$ cat src/rtl/core/assert_macros.svh
// assertion macros used by the rtl
// no dependencies
`ifndef ASSERT_MACROS_SVH
`define ASSERT_MACROS_SVH

`define ASSERT_IMPLY(label, clk, rst_n, a, c) \
	label: assert property (@(posedge clk) disable iff (!rst_n) (a) |-> (c)) \
		else $error("implication check failed");

`define ASSERT_NEXT(label, clk, rst_n, a, c) \
	label: assert property (@(posedge clk) disable iff (!rst_n) (a) |=> (c)) \
		else $error("next cycle check failed");

`endif

$ cat src/rtl/core/srma_pkg.sv
// types and constants of the sparse row merge accumulator
// no dependencies
package srma_pkg;

	localparam logic [1:0] MODE_APPEND = 2'd0;
	localparam logic [1:0] MODE_POP    = 2'd1;
	localparam logic [1:0] MODE_CLEAR  = 2'd2;

	localparam logic [1:0] ST_OK      = 2'd0;
	localparam logic [1:0] ST_EMPTY   = 2'd1;
	localparam logic [1:0] ST_DROPPED = 2'd2;

	typedef struct packed {
		logic [1:0]         mode;
		logic [2:0]         list_select;
		logic [15:0]        column;
		logic signed [31:0] value;
	} in_item_t;

	typedef struct packed {
		logic [1:0]         status;
		logic [15:0]        out_column;
		logic signed [31:0] out_sum;
		logic               saturated;
	} out_item_t;

	typedef struct packed {
		logic append;
		logic clear;
		logic pop_init;
		logic rd;
		logic scan_upd;
		logic absorb;
		logic load_imm;
		logic load_pop;
	} cmd_t;

	typedef struct packed {
		logic head_ok;
		logic col_less;
		logic col_eq;
		logic found;
		logic out_free;
	} sts_t;

endpackage

$ cat src/rtl/core/srma_ctrl.sv
// controller: sequences append, clear, unused modes and the two-pass pop over the lists
// depends on srma_pkg
module srma_ctrl #(
	parameter int NUM_LISTS = 8
) (
	input  logic                         clk,
	input  logic                         arst_n,
	input  logic                         in_valid,
	output logic                         in_ready,
	input  logic [1:0]                   mode,
	input  srma_pkg::sts_t               sts,
	output srma_pkg::cmd_t               cmd,
	output logic [$clog2(NUM_LISTS)-1:0] lidx
);
	import srma_pkg::*;

	localparam int LW = $clog2(NUM_LISTS);
	localparam logic [2:0] S_IDLE     = 3'd0;
	localparam logic [2:0] S_SCAN     = 3'd1;
	localparam logic [2:0] S_SCAN_CMP = 3'd2;
	localparam logic [2:0] S_ABS      = 3'd3;
	localparam logic [2:0] S_ABS_CMP  = 3'd4;
	localparam logic [2:0] S_SCAN_END = 3'd5;
	localparam logic [2:0] S_FIN      = 3'd6;

	logic [2:0]    state_q, state_d;
	logic [LW-1:0] lidx_q, lidx_d;
	logic          last;
	logic          accept;

	assign last     = lidx_q == LW'(NUM_LISTS - 1);
	assign in_ready = (state_q == S_IDLE) && sts.out_free;
	assign accept   = in_valid && in_ready;
	assign lidx     = lidx_q;

	always_comb begin
		state_d = state_q;
		lidx_d  = lidx_q;
		cmd     = '0;
		unique case (state_q)
			S_IDLE: begin
				if (accept) begin
					if (mode == MODE_POP) begin
						cmd.pop_init = 1'b1;
						lidx_d       = '0;
						state_d      = S_SCAN;
					end else begin
						cmd.load_imm = 1'b1;
						cmd.append   = mode == MODE_APPEND;
						cmd.clear    = mode == MODE_CLEAR;
					end
				end
			end
			S_SCAN: begin
				if (sts.head_ok) begin
					cmd.rd  = 1'b1;
					state_d = S_SCAN_CMP;
				end else if (last) begin
					state_d = S_SCAN_END;
				end else begin
					lidx_d = lidx_q + 1'b1;
				end
			end
			S_SCAN_CMP: begin
				cmd.scan_upd = 1'b1;
				if (last) begin
					state_d = S_SCAN_END;
				end else begin
					lidx_d  = lidx_q + 1'b1;
					state_d = S_SCAN;
				end
			end
			S_SCAN_END: begin
				lidx_d  = '0;
				state_d = sts.found ? S_ABS : S_FIN;
			end
			S_ABS: begin
				if (sts.head_ok) begin
					cmd.rd  = 1'b1;
					state_d = S_ABS_CMP;
				end else if (last) begin
					state_d = S_FIN;
				end else begin
					lidx_d = lidx_q + 1'b1;
				end
			end
			S_ABS_CMP: begin
				if (sts.col_eq) begin
					cmd.absorb = 1'b1;
					state_d    = S_ABS;
				end else if (last) begin
					state_d = S_FIN;
				end else begin
					lidx_d  = lidx_q + 1'b1;
					state_d = S_ABS;
				end
			end
			S_FIN: begin
				if (sts.out_free) begin
					cmd.load_pop = 1'b1;
					state_d      = S_IDLE;
				end
			end
			default: begin
				state_d = S_IDLE;
			end
		endcase
	end

	always_ff @(posedge clk or negedge arst_n) begin
		if (!arst_n) begin
			state_q <= S_IDLE;
			lidx_q  <= '0;
		end else begin
			state_q <= state_d;
			lidx_q  <= lidx_d;
		end
	end

endmodule

$ cat config.mk
export PLATFORM = sky130hd
export DESIGN_NAME = srma_ctrl
export DESIGN_NICKNAME = d
export VERILOG_FILES = /design/src/rtl/core/assert_macros.svh /design/src/rtl/core/srma_pkg.sv /design/src/rtl/core/srma_ctrl.sv
export SDC_FILE = /design/constraint.sdc
export NUM_CORES = 1
export LEC_CHECK = 0
export ABC_AREA = 1
export BUFFER_PORTS_ARGS = -buffer_cell sky130_fd_sc_hd__buf_2
export CAP_MARGIN = 20
export CORE_UTILIZATION = 48
export CTS_CLUSTER_SIZE = 10
export DETAILED_ROUTE_END_ITERATION = 8
export PLACE_DENSITY_LB_ADDON = 0.1
export SLEW_MARGIN = 5
export SYNTH_ARGS = -nofsm -noshare
export SYNTH_HDL_FRONTEND = slang
export SYNTH_SLANG_ARGS = --single-unit
$ cat constraint.sdc
create_clock -name clk -period 2 [get_ports clk]
set_input_delay 0.2 -clock clk [delete_from_list [all_inputs] [get_ports clk]]
set_output_delay 0.2 -clock clk [all_outputs]
set_load 0.01 [all_outputs]
==> key figures <==
Outcome
  – Status: complete, no violations

Clock network
  – Clock Tree Root: clkbuf_4
  – CTS tree: done
  – Clock tree buffer depth: 2
  – Clock slew at reported path FFs: 40 ps
  – TritonCTS Buffers: 3
  – H-tree depth: 1
  – # clock sinks: 6
  – Post-CTS sizing: 0
  – Latest clock arrival within the worst-skew pair: 240 ps

Floorplanning
  – I/O pin count: 22
  – Starting density of the core: 54.5%
  – Std-Cell Core Area: 1160 um^2
  – Die footprint: 1460 um^2
  – Die X: 38.2 um
  – Row count: 12
  – Die height: 38.2 um

Yosys
  – Count leader, synth: nand2_1
  – Area leader, netlist: dfrtp_1
  – Most frequent cells after synthesis: nand2_1 (19), nor2_1 (14), inv_1 (12), nand3_1 (10)
  – Syn_area_per_cell: 6.37 um^2
  – Cell Area, Synth: 631 um^2
  – Dominant cells by area after synthesis: dfrtp_1 (24%), nand2_1 (11%), nor2_1 (8.3%), nand3_1 (7.9%), inv_1 (7.1%)
  – Synth Register Bits: 6
  – Yosys cell types: 22
  – Top cell type's share of synthesized area: 23.8%
  – Post-synthesis sequential area ratio: 23.8%
  – Total nets after synthesis: 111
  – Mapped Cells: 99
  – Post-synth EDFFs: 0
  – Yosys warnings: 0
  – Ys flop type: dfrtp_1
  – Post-synth ARST share: 100%

Drt
  – Drt wl/cell: 10.3 um
  – DRC violation count after routing: 0
  – Routed Antenna Nets: 0
  – Final WL: 1.39 mm
  – Vias per cell: 5.04
  – Total number of vias: 681
  – DRT iter0 DRCs: 8
  – Router iterations before antenna repair: 4

Timing
  – Post-layout min period: 1700 ps
  – Setup Total Neg Slack: 0 ps
  – Min Hold Slack: 288 ps
  – Period utilisation layout: 85.1%
  – RSZ-0062 raised after global routing: false
  – Final hold violations: 0
  – Final setup fails: 0
  – Layout Skew: 3.07 ps
  – Slew Limit Fails: 0
  – Tightest Pin Transition: 392 ps
  – Fmax achieved: 588 MHz
  – Max transition margin: 73.8%

Critical path
  – Element type at the critical path end: output pin
  – R2R depth: 10
  – Worst endpoint data arrival time: 1500 ps
  – Data required, critical path: 1800 ps
  – R2R Path Start: lidx[0]$_DFFE_PN0P_
  – Worst path max stage delay: 510 ps
  – Worst Path Max Fanout: 10
  – Type of origin of the critical path: flip-flop
  – Worst path cell trace: inv_4, nand2_2, nor2_1, nand2_1, nor3_1, buf_2
  – Reg-to-reg slack, setup: 340 ps
  – Worst r2r dst: state_q[2]$_DFFE_PN0P_
  – WS Path Type: flip-flop to output pin
  – Crit-path slowest cell: dfrtp_1

Cells and area
  – Antenna diodes: 0
  – Layout cell share with drive strength beyond 1: 33.9%
  – Final net count: 135
  – Fin cells: 135
  – Area Overhead vs Synth: 20.2%
  – Final instance area: 758 um^2

Flow run
  – Max_cap viols: 0

Global route
  – Gr ovfl total: 0
  – Initial antenna violation count: 0
  – First-pass GRT wire length: 2.30 mm
  – GR Util All Layers: 23.1%
  – Largest net degree at the start of global routing: 11
  – Vias in the first global route: 588

Placed design
  – Post-DP HPWL: 1.11 mm
  – Dpl cells: 131
  – Area post-placement: 726 um^2
  – GP Congestion: 0.864
  – Port Buf Inserts: 20

Pwr
  – VDD IR-drop max: 803 uV
  – Tot Pwr: 1.03 mW
  – Power per Cell Area: 1360 nW/um^2
  – Static Leak: 0.452 nW

Hold path
  – Hold path depth: 4
  – Hold crit path type: primary input to flip-flop
  – Worst hold start: sts[0]
  – End of the worst hold path: state_q[2]$_DFFE_PN0P_
## critical path: cells and delay by family, from the launching register on
family | cells | cell delay, ps
buffers and inverters | 2 | 310
flip-flops | 1 | 510
AND/OR/NAND/NOR | 4 | 440
## where the power goes
part	leakage, nW	switching (mW)	internal, mW	total (mW)
Sequential	0.0786	0.0860	0.167	0.253
Clock	0.0138	0.0388	0.0675	0.106
Combinational	0.360	0.422	0.250	0.672
## registers in the layout (all words and copies together) (netlist names)
signal   cells
lidx         3
state_q      3
## per-stage QoR
step           util, %  setup slack [ps]
2_1_floorplan        -               475
5_1_grt           65.6               157
3_3_place_gp      62.8               394
6_report          65.6               299
3_5_place_dp      62.8               358
4_1_cts           65.6               295
## cells in the final DEF, fill, tap and decap left out, types with 2 or more instances in the layout
cell type   n
nand2_1    19
nand3_1    10
ha_1        2
clkbuf_4    3
inv_1      12
nand2_2     6
a21oi_1     2
nand4_1     2
buf_2      20
nor3_1      5
nor2_1     14
nor2_2      4
nand3_2     3
inv_2       3
dfrtp_1     6
o21ai_0     2
## per-layer routing
metal | track usage [%] | wire length, um | up-vias | share of wire [%]
met1 | 28.0 | 640 | 297 | 46
met3 | 3.49 | 47 | 0 | 3.4
met4 | 10.7 | 0 | 0 | 0
li1 | - | - | 365 | -
met2 | 39.4 | 698 | 19 | 50
met5 | 0 | 0 | - | 0
## repair_timing
action,4_1_cts,5_1_grt
buffers inserted,0,0
hold endpoints to repair,6,0
hold buffers,1,0
## how the worst max path moves through the flow
stage | slack [ps] | startpoint | to | cells after the start
6_report | 300 | state_q[2]$_DFFE_PN0P_ | cmd[7] | 6
5_1_grt | 160 | lidx[0]$_DFFE_PN0P_ | state_q[0]$_DFFE_PN0P_ | 10
4_1_cts | 300 | state_q[2]$_DFFE_PN0P_ | cmd[7] | 6
3_5_place_dp | 360 | lidx[0]$_DFFE_PN0P_ | state_q[2]$_DFFE_PN0P_ | 10
3_3_place_gp | 390 | lidx[0]$_DFFE_PN0P_ | state_q[2]$_DFFE_PN0P_ | 10
2_1_floorplan | 480 | lidx[0]$_DFFE_PN0P_ | state_q[0]$_DFFE_PN0P_ | 10
## cells by family (layout without fill, tap and decap cells)
family | Yosys count | count (layout) | synth area share (%)
flops | 6 | 6 | 23.8
buf+inv | 18 | 40 | 13.5
compound gates | 9 | 9 | 8.73
simple gates | 64 | 64 | 50.0
fa+ha+maj | 2 | 2 | 3.97
## area by class of cell
cell class / count / area, um^2
clock buffers: 3 / 22.5
fillers: 109 / 398
inverters: 16 / 62.6
multi-input cells: 75 / 395
flip-flops and latches: 6 / 150
well taps: 14 / 17.5
repair buffers: 21 / 110
Power figures use the tool's default switching activity.
